--- config.mk ---
export PLATFORM = sky130hd
export DESIGN_NAME = magnetometer_heading_core
export DESIGN_NICKNAME = d
export VERILOG_FILES = /design/src/mgh_pkg.sv /design/src/mgh_unpack.sv /design/src/mgh_cordic_stage.sv /design/src/mgh_finish.sv /design/src/magnetometer_heading_core.sv
export SDC_FILE = /design/constraint.sdc
export NUM_CORES = 2
export LEC_CHECK = 0
export BUFFER_PORTS_ARGS = -buffer_cell sky130_fd_sc_hd__buf_2
export CORE_MARGIN = 4
export CORE_UTILIZATION = 53
export DETAILED_ROUTE_END_ITERATION = 8
export PLACE_DENSITY = 0.71
export SYNTH_ARGS = -nofsm -noshare
export SYNTH_HDL_FRONTEND = slang
export SYNTH_SLANG_ARGS = --single-unit
--- constraint.sdc ---
create_clock -name clk -period 17.4 [get_ports clk]
set_clock_uncertainty 0.05 [all_clocks]
set_input_delay 0.87 -clock clk [delete_from_list [all_inputs] [get_ports clk]]
set_output_delay 0.87 -clock clk [all_outputs]
set_load 0.02 [all_outputs]
--- src/mgh_pkg.sv ---
// mgh_pkg: types, constants and the arctangent table of the heading core
// no dependencies; imported by every mgh module and the top level
package mgh_pkg;

	localparam int BYTE_W     = 8;
	localparam int AXIS_W     = 16;
	localparam int HEAD_W     = 15;
	localparam int AXIS_SCALE = 16;
	localparam int ANG_FRAC   = 24;
	localparam int TABLE_LEN  = 24;
	localparam int CW         = AXIS_W + AXIS_SCALE + 3;
	localparam int ZW         = 32;
	localparam int ANG_W      = 34;

	typedef logic [1:0] sensor_type_t;
	localparam sensor_type_t ST_NONE   = 2'd0;
	localparam sensor_type_t ST_BIG_A  = 2'd1;
	localparam sensor_type_t ST_BIG_B  = 2'd2;
	localparam sensor_type_t ST_LITTLE = 2'd3;

	typedef logic [2:0] base_t;
	localparam base_t BASE_0   = 3'd0;
	localparam base_t BASE_90  = 3'd1;
	localparam base_t BASE_180 = 3'd2;
	localparam base_t BASE_270 = 3'd3;
	localparam base_t BASE_360 = 3'd4;

	localparam logic signed [ANG_W-1:0] ANG_360 = ANG_W'(360) << ANG_FRAC;

	typedef struct packed {
		logic [BYTE_W-1:0] byte_0;
		logic [BYTE_W-1:0] byte_1;
		logic [BYTE_W-1:0] byte_2;
		logic [BYTE_W-1:0] byte_3;
		logic [BYTE_W-1:0] byte_4;
		logic [BYTE_W-1:0] byte_5;
	} mgh_in_t;

	typedef struct packed {
		logic [HEAD_W-1:0]        heading;
		logic signed [AXIS_W-1:0] axis_x;
		logic signed [AXIS_W-1:0] axis_y;
		logic signed [AXIS_W-1:0] axis_z;
	} mgh_out_t;

	typedef struct packed {
		logic                     pinned;
		base_t                    base;
		logic signed [CW-1:0]     cx;
		logic signed [CW-1:0]     cy;
		logic signed [ZW-1:0]     ang;
		logic signed [AXIS_W-1:0] ax;
		logic signed [AXIS_W-1:0] ay;
		logic signed [AXIS_W-1:0] az;
	} mgh_stage_t;

	typedef struct packed {
		logic [ANG_W-2:0]         ang;
		logic signed [AXIS_W-1:0] ax;
		logic signed [AXIS_W-1:0] ay;
		logic signed [AXIS_W-1:0] az;
	} mgh_fin_t;

	// atan(2^-i) in degrees, 2^-24 degree units
	localparam logic signed [ZW-1:0] ATAN_TAB [TABLE_LEN] = '{
		32'sd754974720, 32'sd445687602, 32'sd235489088, 32'sd119537938,
		32'sd60000934,  32'sd30029717,  32'sd15018523,  32'sd7509720,
		32'sd3754917,   32'sd1877466,   32'sd938734,    32'sd469367,
		32'sd234683,    32'sd117342,    32'sd58671,     32'sd29335,
		32'sd14668,     32'sd7334,      32'sd3667,      32'sd1833,
		32'sd917,       32'sd458,       32'sd229,       32'sd115
	};

	function automatic logic signed [ANG_W-1:0] base_angle(base_t code);
		logic signed [ANG_W-1:0] a;
		case (code)
			BASE_90:  a = ANG_W'(90) << ANG_FRAC;
			BASE_180: a = ANG_W'(180) << ANG_FRAC;
			BASE_270: a = ANG_W'(270) << ANG_FRAC;
			BASE_360: a = ANG_360;
			default:  a = '0;
		endcase
		return a;
	endfunction

endpackage

--- src/mgh_unpack.sv ---
// mgh_unpack: first pipeline stage, byte assembly, special cases and half-plane turn
// depends on mgh_pkg
module mgh_unpack
	import mgh_pkg::*;
(
	input  logic         clk,
	input  logic         arst_n,
	input  logic         en,
	input  logic         in_valid,
	input  mgh_in_t      in_data,
	input  sensor_type_t sensor_type,
	output logic         out_valid,
	output mgh_stage_t   out_data
);

	logic signed [AXIS_W-1:0] ax, ay, az;
	logic signed [CW-1:0]     xs, ys;
	logic                     none, x_zero, y_zero;
	mgh_stage_t               nxt;
	logic                     valid_s1;
	mgh_stage_t               data_s1;

	always_comb begin
		ax   = '0;
		ay   = '0;
		az   = '0;
		none = 1'b0;
		unique case (sensor_type) inside
			ST_BIG_A, ST_BIG_B: begin
				ax = {in_data.byte_0, in_data.byte_1};
				az = {in_data.byte_2, in_data.byte_3};
				ay = {in_data.byte_4, in_data.byte_5};
			end
			ST_LITTLE: begin
				ax = {in_data.byte_1, in_data.byte_0};
				ay = {in_data.byte_3, in_data.byte_2};
				az = {in_data.byte_5, in_data.byte_4};
			end
			ST_NONE: begin
				none = 1'b1;
			end
		endcase
	end

	assign x_zero = (ax == '0);
	assign y_zero = (ay == '0);
	assign xs = {{(CW-AXIS_W-AXIS_SCALE){ax[AXIS_W-1]}}, ax, {AXIS_SCALE{1'b0}}};
	assign ys = {{(CW-AXIS_W-AXIS_SCALE){ay[AXIS_W-1]}}, ay, {AXIS_SCALE{1'b0}}};

	always_comb begin
		nxt.pinned = none | x_zero | y_zero;
		if (none) begin
			nxt.base = BASE_0;
		end else if (x_zero && y_zero) begin
			nxt.base = BASE_180;
		end else if (y_zero) begin
			nxt.base = ax[AXIS_W-1] ? BASE_360 : BASE_180;
		end else if (x_zero) begin
			nxt.base = ay[AXIS_W-1] ? BASE_90 : BASE_270;
		end else if (ax[AXIS_W-1]) begin
			nxt.base = ay[AXIS_W-1] ? BASE_0 : BASE_360;
		end else begin
			nxt.base = BASE_180;
		end
		// left half plane turned by 180 degrees
		nxt.cx  = ax[AXIS_W-1] ? -xs : xs;
		nxt.cy  = ax[AXIS_W-1] ? -ys : ys;
		nxt.ang = '0;
		nxt.ax  = ax;
		nxt.ay  = ay;
		nxt.az  = az;
	end

	always_ff @(posedge clk or negedge arst_n) begin
		if (!arst_n) begin
			valid_s1 <= 1'b0;
		end else if (en) begin
			valid_s1 <= in_valid;
		end
	end

	always_ff @(posedge clk) begin
		if (en && in_valid) begin
			data_s1 <= nxt;
		end
	end

	assign out_valid = valid_s1;
	assign out_data  = data_s1;

endmodule

--- src/mgh_cordic_stage.sv ---
// mgh_cordic_stage: one registered vectoring-mode cordic iteration
// depends on mgh_pkg for the stage type and the arctangent table
module mgh_cordic_stage
	import mgh_pkg::*;
#(
	parameter int IDX = 0
) (
	input  logic       clk,
	input  logic       arst_n,
	input  logic       en,
	input  logic       in_valid,
	input  mgh_stage_t in_data,
	output logic       out_valid,
	output mgh_stage_t out_data
);

	logic signed [CW-1:0] dx, dy;
	mgh_stage_t           nxt;
	logic                 valid_s1;
	mgh_stage_t           data_s1;

	assign dx = in_data.cy >>> IDX;
	assign dy = in_data.cx >>> IDX;

	always_comb begin
		nxt = in_data;
		if (!in_data.cy[CW-1]) begin
			nxt.cx  = in_data.cx + dx;
			nxt.cy  = in_data.cy - dy;
			nxt.ang = in_data.ang + ATAN_TAB[IDX];
		end else begin
			nxt.cx  = in_data.cx - dx;
			nxt.cy  = in_data.cy + dy;
			nxt.ang = in_data.ang - ATAN_TAB[IDX];
		end
	end

	always_ff @(posedge clk or negedge arst_n) begin
		if (!arst_n) begin
			valid_s1 <= 1'b0;
		end else if (en) begin
			valid_s1 <= in_valid;
		end
	end

	always_ff @(posedge clk) begin
		if (en && in_valid) begin
			data_s1 <= nxt;
		end
	end

	assign out_valid = valid_s1;
	assign out_data  = data_s1;

endmodule

--- src/mgh_finish.sv ---
// mgh_finish: adds the base angle, applies pinned cases and clamps to 0..360 degrees
// depends on mgh_pkg
module mgh_finish
	import mgh_pkg::*;
(
	input  logic       clk,
	input  logic       arst_n,
	input  logic       en,
	input  logic       in_valid,
	input  mgh_stage_t in_data,
	output logic       out_valid,
	output mgh_fin_t   out_data
);

	logic signed [ANG_W-1:0] base, h;
	mgh_fin_t                nxt;
	logic                    valid_s1;
	mgh_fin_t                data_s1;

	assign base = base_angle(in_data.base);
	assign h    = in_data.pinned ? base
		: base + {{(ANG_W-ZW){in_data.ang[ZW-1]}}, in_data.ang};

	always_comb begin
		if (h[ANG_W-1]) begin
			nxt.ang = '0;
		end else if (h > ANG_360) begin
			nxt.ang = ANG_360[ANG_W-2:0];
		end else begin
			nxt.ang = h[ANG_W-2:0];
		end
		nxt.ax = in_data.ax;
		nxt.ay = in_data.ay;
		nxt.az = in_data.az;
	end

	always_ff @(posedge clk or negedge arst_n) begin
		if (!arst_n) begin
			valid_s1 <= 1'b0;
		end else if (en) begin
			valid_s1 <= in_valid;
		end
	end

	always_ff @(posedge clk) begin
		if (en && in_valid) begin
			data_s1 <= nxt;
		end
	end

	assign out_valid = valid_s1;
	assign out_data  = data_s1;

endmodule

--- src/magnetometer_heading_core.sv ---
// magnetometer_heading_core: axis assembly and cordic compass heading, top level
// depends on mgh_pkg, mgh_unpack, mgh_cordic_stage and mgh_finish
//
//  channel  handshake            payload
//  in       in_valid/in_ready    in_data   (mgh_in_t, six raw register bytes)
//  out      out_valid/out_ready  out_data  (mgh_out_t, heading and axes)
//  cfg      cfg_we               cfg_wdata (sensor type, no read-back)
//
// one beat in and one out per cycle while the output is not held; the registers are
// unpack, one per cordic iteration, clamp and the rounding output register
// every stage has its own valid bit and loads when empty or when the next one moves,
// so bubbles close up behind a held output and the input stalls only once all are full
// reset clears the valid bits and the sensor type (undefined, heading 0)
module magnetometer_heading_core
	import mgh_pkg::*;
#(
	parameter int CORDIC_STAGES = 16,
	parameter int FRACTION_BITS = 6
) (
	input  logic         clk,
	input  logic         arst_n,
	input  logic         cfg_we,
	input  sensor_type_t cfg_wdata,
	input  logic         in_valid,
	output logic         in_ready,
	input  mgh_in_t      in_data,
	output logic         out_valid,
	input  logic         out_ready,
	output mgh_out_t     out_data
);

	localparam int NSTG  = (CORDIC_STAGES > TABLE_LEN) ? TABLE_LEN : CORDIC_STAGES;
	localparam int NREG  = NSTG + 2;
	localparam int SHIFT = ANG_FRAC - FRACTION_BITS;
	localparam int RND_W = ANG_FRAC + HEAD_W;

	sensor_type_t           sensor_type_q;
	logic [NREG:0]          en;
	logic [NREG-1:0]        v;
	mgh_stage_t             cd [NSTG+1];
	mgh_fin_t               fin;
	logic [RND_W-1:0]       rnd;
	logic                   out_valid_q;
	mgh_out_t               out_q;

	always_ff @(posedge clk or negedge arst_n) begin
		if (!arst_n) begin
			sensor_type_q <= ST_NONE;
		end else if (cfg_we) begin
			sensor_type_q <= cfg_wdata;
		end
	end

	// stage enables, bubble collapsing back from the output register
	assign en[NREG] = !out_valid_q || out_ready;
	for (genvar k = 0; k < NREG; k++) begin : g_en
		assign en[k] = !v[k] || en[k+1];
	end
	assign in_ready = en[0];

	mgh_unpack u_unpack (
		.clk         (clk),
		.arst_n      (arst_n),
		.en          (en[0]),
		.in_valid    (in_valid),
		.in_data     (in_data),
		.sensor_type (sensor_type_q),
		.out_valid   (v[0]),
		.out_data    (cd[0])
	);

	for (genvar i = 0; i < NSTG; i++) begin : g_cordic
		mgh_cordic_stage #(
			.IDX (i)
		) u_stage (
			.clk       (clk),
			.arst_n    (arst_n),
			.en        (en[i+1]),
			.in_valid  (v[i]),
			.in_data   (cd[i]),
			.out_valid (v[i+1]),
			.out_data  (cd[i+1])
		);
	end

	mgh_finish u_finish (
		.clk       (clk),
		.arst_n    (arst_n),
		.en        (en[NSTG+1]),
		.in_valid  (v[NSTG]),
		.in_data   (cd[NSTG]),
		.out_valid (v[NSTG+1]),
		.out_data  (fin)
	);

	// round half up to the output fraction bits
	assign rnd = RND_W'(fin.ang) + (RND_W'(1) << (SHIFT - 1));

	always_ff @(posedge clk or negedge arst_n) begin
		if (!arst_n) begin
			out_valid_q <= 1'b0;
		end else if (en[NREG]) begin
			out_valid_q <= v[NREG-1];
		end
	end

	always_ff @(posedge clk) begin
		if (en[NREG] && v[NREG-1]) begin
			out_q.heading <= rnd[SHIFT +: HEAD_W];
			out_q.axis_x  <= fin.ax;
			out_q.axis_y  <= fin.ay;
			out_q.axis_z  <= fin.az;
		end
	end

	assign out_valid = out_valid_q;
	assign out_data  = out_q;

endmodule

; ---- After elaboration in Yosys (flattened, before gate mapping)
; Index checks and enable logic that the tools add are counted.
; Widths: inputs -> output; s select.
[word_totals]
ff_bits = 2646
input_bits = 55
output_inout_bits = 65
word_cells = 363
[classes]
addsub = 93
order_cmp = 1
n_eq_ne = 7
muxes = 32
n_bitwise = 2
n_reduce_logical = 64
[ops]
columns = operator, n
row1 = $mux 102, 15
row2 = $pmux 33 s4, 1
row3 = $pmux 16 s2, 3
row4 = $add 35x21->35, 2
row5 = $add 35x22->35, 2
row6 = $add 35x23->35, 2
row7 = $add 35x24->35, 2
row8 = $add 35x25->35, 2
row9 = $add 35x26->35, 2
row10 = $add 35x27->35, 2
row11 = $add 35x28->35, 2
row12 = $add 35x29->35, 2
row13 = $add 35x30->35, 2
row14 = $add 35x31->35, 2
row15 = $add 35x32->35, 2
row16 = $add 35x33->35, 2
row17 = $add 35x34->35, 2
row18 = $neg 32->35, 2
row19 = $sub 35x21->35, 2
row20 = $sub 35x22->35, 2
row21 = $sub 35x23->35, 2
row22 = $sub 35x24->35, 2
row23 = $sub 35x25->35, 2
row24 = $sub 35x26->35, 2
row25 = other kinds (63), 138

; ---- Longest topological paths before layout
[logic_depth]
ltp_word = 21
mapped_depth = 22
depth_no_buf = 22

; ---- Modules after synthesis
; From an unflattened synthesis, not the netlist that was laid out.
[unflattened]
cells_unflattened = 18139
area_unflattened_um2 = 187145.7
[by_module_without_submodules]
columns = mod, n_inst, cells_per_inst, area_each_um2, seq_area_each_um2
row1 = mgh_cordic_stage at g_cordic[3].u_stage, 1, 1161, 11506.0, 4649.5
row2 = mgh_cordic_stage at g_cordic[1].u_stage, 1, 1136, 11355.9, 4649.5
row3 = mgh_cordic_stage at g_cordic[11].u_stage, 1, 1135, 11348.4, 4649.5
row4 = mgh_cordic_stage at g_cordic[9].u_stage, 1, 1109, 11340.9, 4649.5
row5 = mgh_cordic_stage at g_cordic[5].u_stage, 1, 1104, 11088.1, 4649.5
row6 = mgh_cordic_stage at g_cordic[2].u_stage, 1, 1087, 11065.6, 4649.5
row7 = mgh_cordic_stage at g_cordic[4].u_stage, 1, 1074, 11020.6, 4649.5
row8 = mgh_cordic_stage at g_cordic[7].u_stage, 1, 1077, 10986.8, 4649.5
row9 = mgh_cordic_stage at g_cordic[13].u_stage, 1, 1082, 10973.0, 4649.5
row10 = mgh_cordic_stage at g_cordic[14].u_stage, 1, 1099, 10968.0, 4649.5
row11 = mgh_cordic_stage at g_cordic[0].u_stage, 1, 1084, 10940.5, 4619.4
row12 = mgh_cordic_stage at g_cordic[8].u_stage, 1, 1057, 10900.5, 4649.5
row13 = mgh_cordic_stage at g_cordic[10].u_stage, 1, 1048, 10817.9, 4649.5
row14 = mgh_cordic_stage at g_cordic[12].u_stage, 1, 1023, 10704.0, 4649.5
row15 = 5 more rows, n/a, n/a, n/a, n/a

; ---- Worst setup path before layout
; No wires, ideal clock.
[synth_timing]
kind = input to register
startpoint = input port out_ready
endpoint = register g_cordic[7].u_stage.data_s1, in the netlist g_cordic[7].u_stage.out_data[0] (enable)
setup_ps = 900
arrival_time_ps = 12410
t_required_ps = 16450
setup_slack_ps = 4041
cell_stages = 6
path_buffers = 0
path_cell_list = nor2b_1 nand3_1 nor2_1 nand3_1 nor2_1 a21boi_0
[synth_between]
elab_chain_len = 12
[synth_rtl]
columns = element, line_no
row1 = start: declaration, magnetometer_heading_core.sv:28  ; input logic out_ready,
row2 = $logic_or 1x1->1, magnetometer_heading_core.sv:55  ; assign en[NREG] = !out_valid_q || out_ready;
row3 = $logic_or 1x1->1 (10 in series), magnetometer_heading_core.sv:57  ; assign en[k] = !v[k] || en[k+1];
row4 = $logic_and 1x1->1, mgh_cordic_stage.sv:47  ; if (en && in_valid) begin
row5 = end signal: assignment, mgh_cordic_stage.sv:48  ; data_s1 <= nxt;
row6 = end: declaration, mgh_cordic_stage.sv:20  ; mgh_stage_t data_s1;
; No other way between the ends.
; A chain may end at the register's enable or synchronous reset.

==> impl_metrics.json <==
{
  "core_box_area_mm2": 0.266,
  "drive_gt1_share_pct": 5.37,
  "design.portCount": 120,
  "first_global_vias": 96108,
  "groute.usage.overall_pct": 23.4,
  "die_h_um": 526,
  "yosys_most_used_dff": "sky130_fd_sc_hd__edfxtp_1",
  "worstSkewPairLatency_ns": 0.94,
  "floorplan.initialDensity_pct": 53.5,
  "setup_total_negative_slack_ns": 0,
  "tritoncts": "built",
  "post_synth_instance_area_mm2": 0.142,
  "clk_transition_reported_paths_ns": 0.07,
  "tightest_slew_ns": 1.15,
  "avgSynthCellArea_um2": 11.1,
  "rsz_0062_raised_after_global_routing": "no",
  "synth-edff-count": 2309,
  "worst_path_most_repeated_cell": "sky130_fd_sc_hd__nor4_1",
  "synth-seq-cells": 2330,
  "synth.yosys.warnings": 0,
  "hold_viol_final": 0,
  "grt_max_degree": 120,
  "worst-setup-path-type": "reg2reg",
  "detailedPlacementHpwl_um": 257000,
  "yosysSeqAreaShare_pct": 49.1,
  "design.final.nets": 14441,
  "postRouteAntennaNets": 0,
  "timing.critical_path.fanout_max": 8,
  "finalWirelength_um": 334000,
  "overflow": 0,
  "post-route-cell-area_mm2": 0.155,
  "cts.root.buffer_cell": "sky130_fd_sc_hd__clkbuf_16",
  "outcome": "complete, no violations",
  "max_cap_violations": 0,
  "worst-endpoint-arrival_ns": 6.60,
  "ctsLongestPathBuffers": 4,
  "first_pass_iters": 6,
  "relative_slew_margins_pct": 22.7,
  "finalWeightedCongestion": 0.956,
  "crit_path_start_kind": "flip-flop",
  "final.min_clock_period_ns": 6.03,
  "fillers": 21625,
  "place.port_buffers": 119,
  "floorplan.rows": 189,
  "cts_setup_buffers": 0,
  "critical_path.cell_chain": "nor4_1 > nor4b_1 > and2_1 > nand3b_1 > nor4_1 > nor2_1 > xnor2_1 > ha_1 > a21o_1 > a21oi_1 > nor3b_1 > a211oi_1 > a311oi_2 > o21ai_2 > a221oi_1 > o21ai_0 > xor2_1",
  "chipWidth_um": 526,
  "antenna_found_initial": 9,
  "final_min_period_over_clock_period_pct": 34.7,
  "syn-instance-count": 12788,
  "final_max_slew_viol_count": 0,
  "cp-end-kind": "flip-flop",
  "timing.critical_path.required_ns": 17.96,
  "worst_path_max_delay_cell": "sky130_fd_sc_hd__nor4_1",
  "fmax_mhz": 166,
  "drc_errors": 0,
  "rr_worst_depth": 17,
  "synth-async-reset-ratio_pct": 0.901,
  "via_count": 97405,
  "finalSetupViolCount": 0,
  "hold_slack_ns": 0.114,
  "yosysUniqueCellTypes": 97,
  "hp-class": "in2reg",
  "grt_pass1_wl_um": 525000,
  "vias_per_cell": 5.80,
  "cts.sink_count": 2330,
  "fp.dieArea_mm2": 0.277,
  "route.detailed.wl_per_inst_um": 19.9,
  "drt_first_iter_violations": 7027,
  "critical-path-max-stage-delay_ns": 0.78,
  "h-tree-depth": 4,
  "worstHoldPathCells": 2,
  "placed_area_mm2": 0.147,
  "area_delta_synth_final_pct": 9.10,
  "number_of_buffers_added_by_the_clock_tree_synthesis_step": 242
}
## area by class of cell
type | count | area, um2 | share of cell area (%)
Sequential cell | 2330 | 69900 | 45.0
Timing Repair Buffer | 188 | 1150 | 0.743
Antenna cell | 7 | 17.5 | 0.0113
Clock inverter | 163 | 1680 | 1.08
Tap cell | 3533 | 4420 | 2.85
Inverter | 547 | 2050 | 1.32
Clock buffer | 284 | 6210 | 4.00
Multi-Input combinational cell | 9738 | 69800 | 45.0
## state kept, by name, summed over array words and instances (netlist names)
name	flops
g_cordic.u_stage.out_data	2094
g_cordic.u_stage.out_valid	16
out_data	63
out_valid	1
sensor_type_q	2
u_finish.out_data	64
u_finish.out_valid	1
u_unpack.out_data	88
u_unpack.out_valid	1
## Yosys cell counts (all sizes together) (23+ instances only)
cell	number	area [um2]
fa	37	741
o31ai	46	345
a21oi	1218	6120
mux2	34	383
nor2b	154	963
clkbuf	147	552
o211ai	61	468
nand3	204	1020
or4	31	233
a211oi	82	616
a22oi	55	413
nand4	68	425
xnor2	1148	10100
nor4	79	494
a21boi	37	278
o21bai	161	1210
a41oi	23	209
o21a	168	1260
nand2	596	2240
a2111oi	27	270
inv	546	2050
nand2b	153	957
buf	28	115
or2	39	244
and2	91	569
o21ai	494	2490
o41ai	36	360
or3	82	513
a211o	27	236
xor2	580	5080
a31o	28	245
ha	1302	16300
edfxtp	2309	69300
a31oi	140	888
nor3b	30	225
a221oi	23	208
nor3	331	1670
a21o	545	4090
nor2	1204	4520
and3	126	788
mux2i	26	260
## timing repair
item / CTS / global route
hold buffers: 1 / 0
gates resized for setup: 0 / 0
hold endpoints to repair: 21 / 0
## metal layers
layer	up-vias	part of all wire (%)	track usage, %
li1	48008	-	-
met1	46319	43	29.7
met2	2416	48	40.3
met3	658	4.1	2.66
met4	4	5.2	10.8
met5	-	0.0066	0
## final timing paths
check                                                  from                           endpoint  slack [ns]
setup / recovery           g_cordic[4].u_stage.out_data[88]  g_cordic[5].u_stage.out_data[148]       11.37
hold / removal                                       cfg_we                   sensor_type_q[1]        0.11
setup reg to reg           g_cordic[4].u_stage.out_data[88]  g_cordic[5].u_stage.out_data[148]       11.37
hold reg to reg            g_cordic[3].u_stage.out_data[11]   g_cordic[4].u_stage.out_data[11]        0.32
max in group asynchronous                            arst_n      g_cordic[0].u_stage.out_valid       16.41
min in group asynchronous                            arst_n                   sensor_type_q[1]        0.43
## critical path: cells and delay by family (launching register included)
family,cells,cell delay (ns)
AND/OR/NAND/NOR,7,2.66
flip-flops,1,0.53
AO/OA/AOI/OAI,7,1.77
XOR/XNOR,2,0.35
adder cells (fa/ha/maj),1,0.35
## kinds of logic after synthesis
| family | Yosys count | synth area share [%] |
|---|---|---|
| fa+ha+maj | 1339 | 12.0 |
| flops | 2330 | 49.1 |
| other cells | 1 | 0.00264 |
| mux | 60 | 0.452 |
| compound gates | 3346 | 15.0 |
| xor+xnor | 1728 | 10.6 |
| buf+inv | 722 | 1.91 |
| simple gates | 3262 | 10.9 |
## per-stage QoR
step | setup WS [ns] | utilization (%) | cells
floorplan | 4.04 | - | 12790
global placement | 11.74 | 55.3 | 16335
detailed placement | 11.61 | 55.3 | 16335
CTS | 11.49 | 58.3 | 16783
global route | 11.00 | 58.3 | 16789
finish | 11.37 | 58.3 | 16790
## cells in the final DEF (no fill, tap or decap), types with 473 or more instances in the layout
cell,netlist,routed
sky130_fd_sc_hd__edfxtp_1,2309,2309
sky130_fd_sc_hd__ha_1,1302,1301
sky130_fd_sc_hd__a21oi_1,1212,1212
sky130_fd_sc_hd__nor2_1,1204,1204
sky130_fd_sc_hd__xnor2_1,1148,1148
sky130_fd_sc_hd__nand2_1,596,596
sky130_fd_sc_hd__xor2_1,580,580
sky130_fd_sc_hd__inv_1,546,546
sky130_fd_sc_hd__a21o_1,545,545
sky130_fd_sc_hd__o21ai_0,474,473
Power is not shown: default switching activity piles up to over one toggle a cycle in this logic, so the estimate is an artifact.
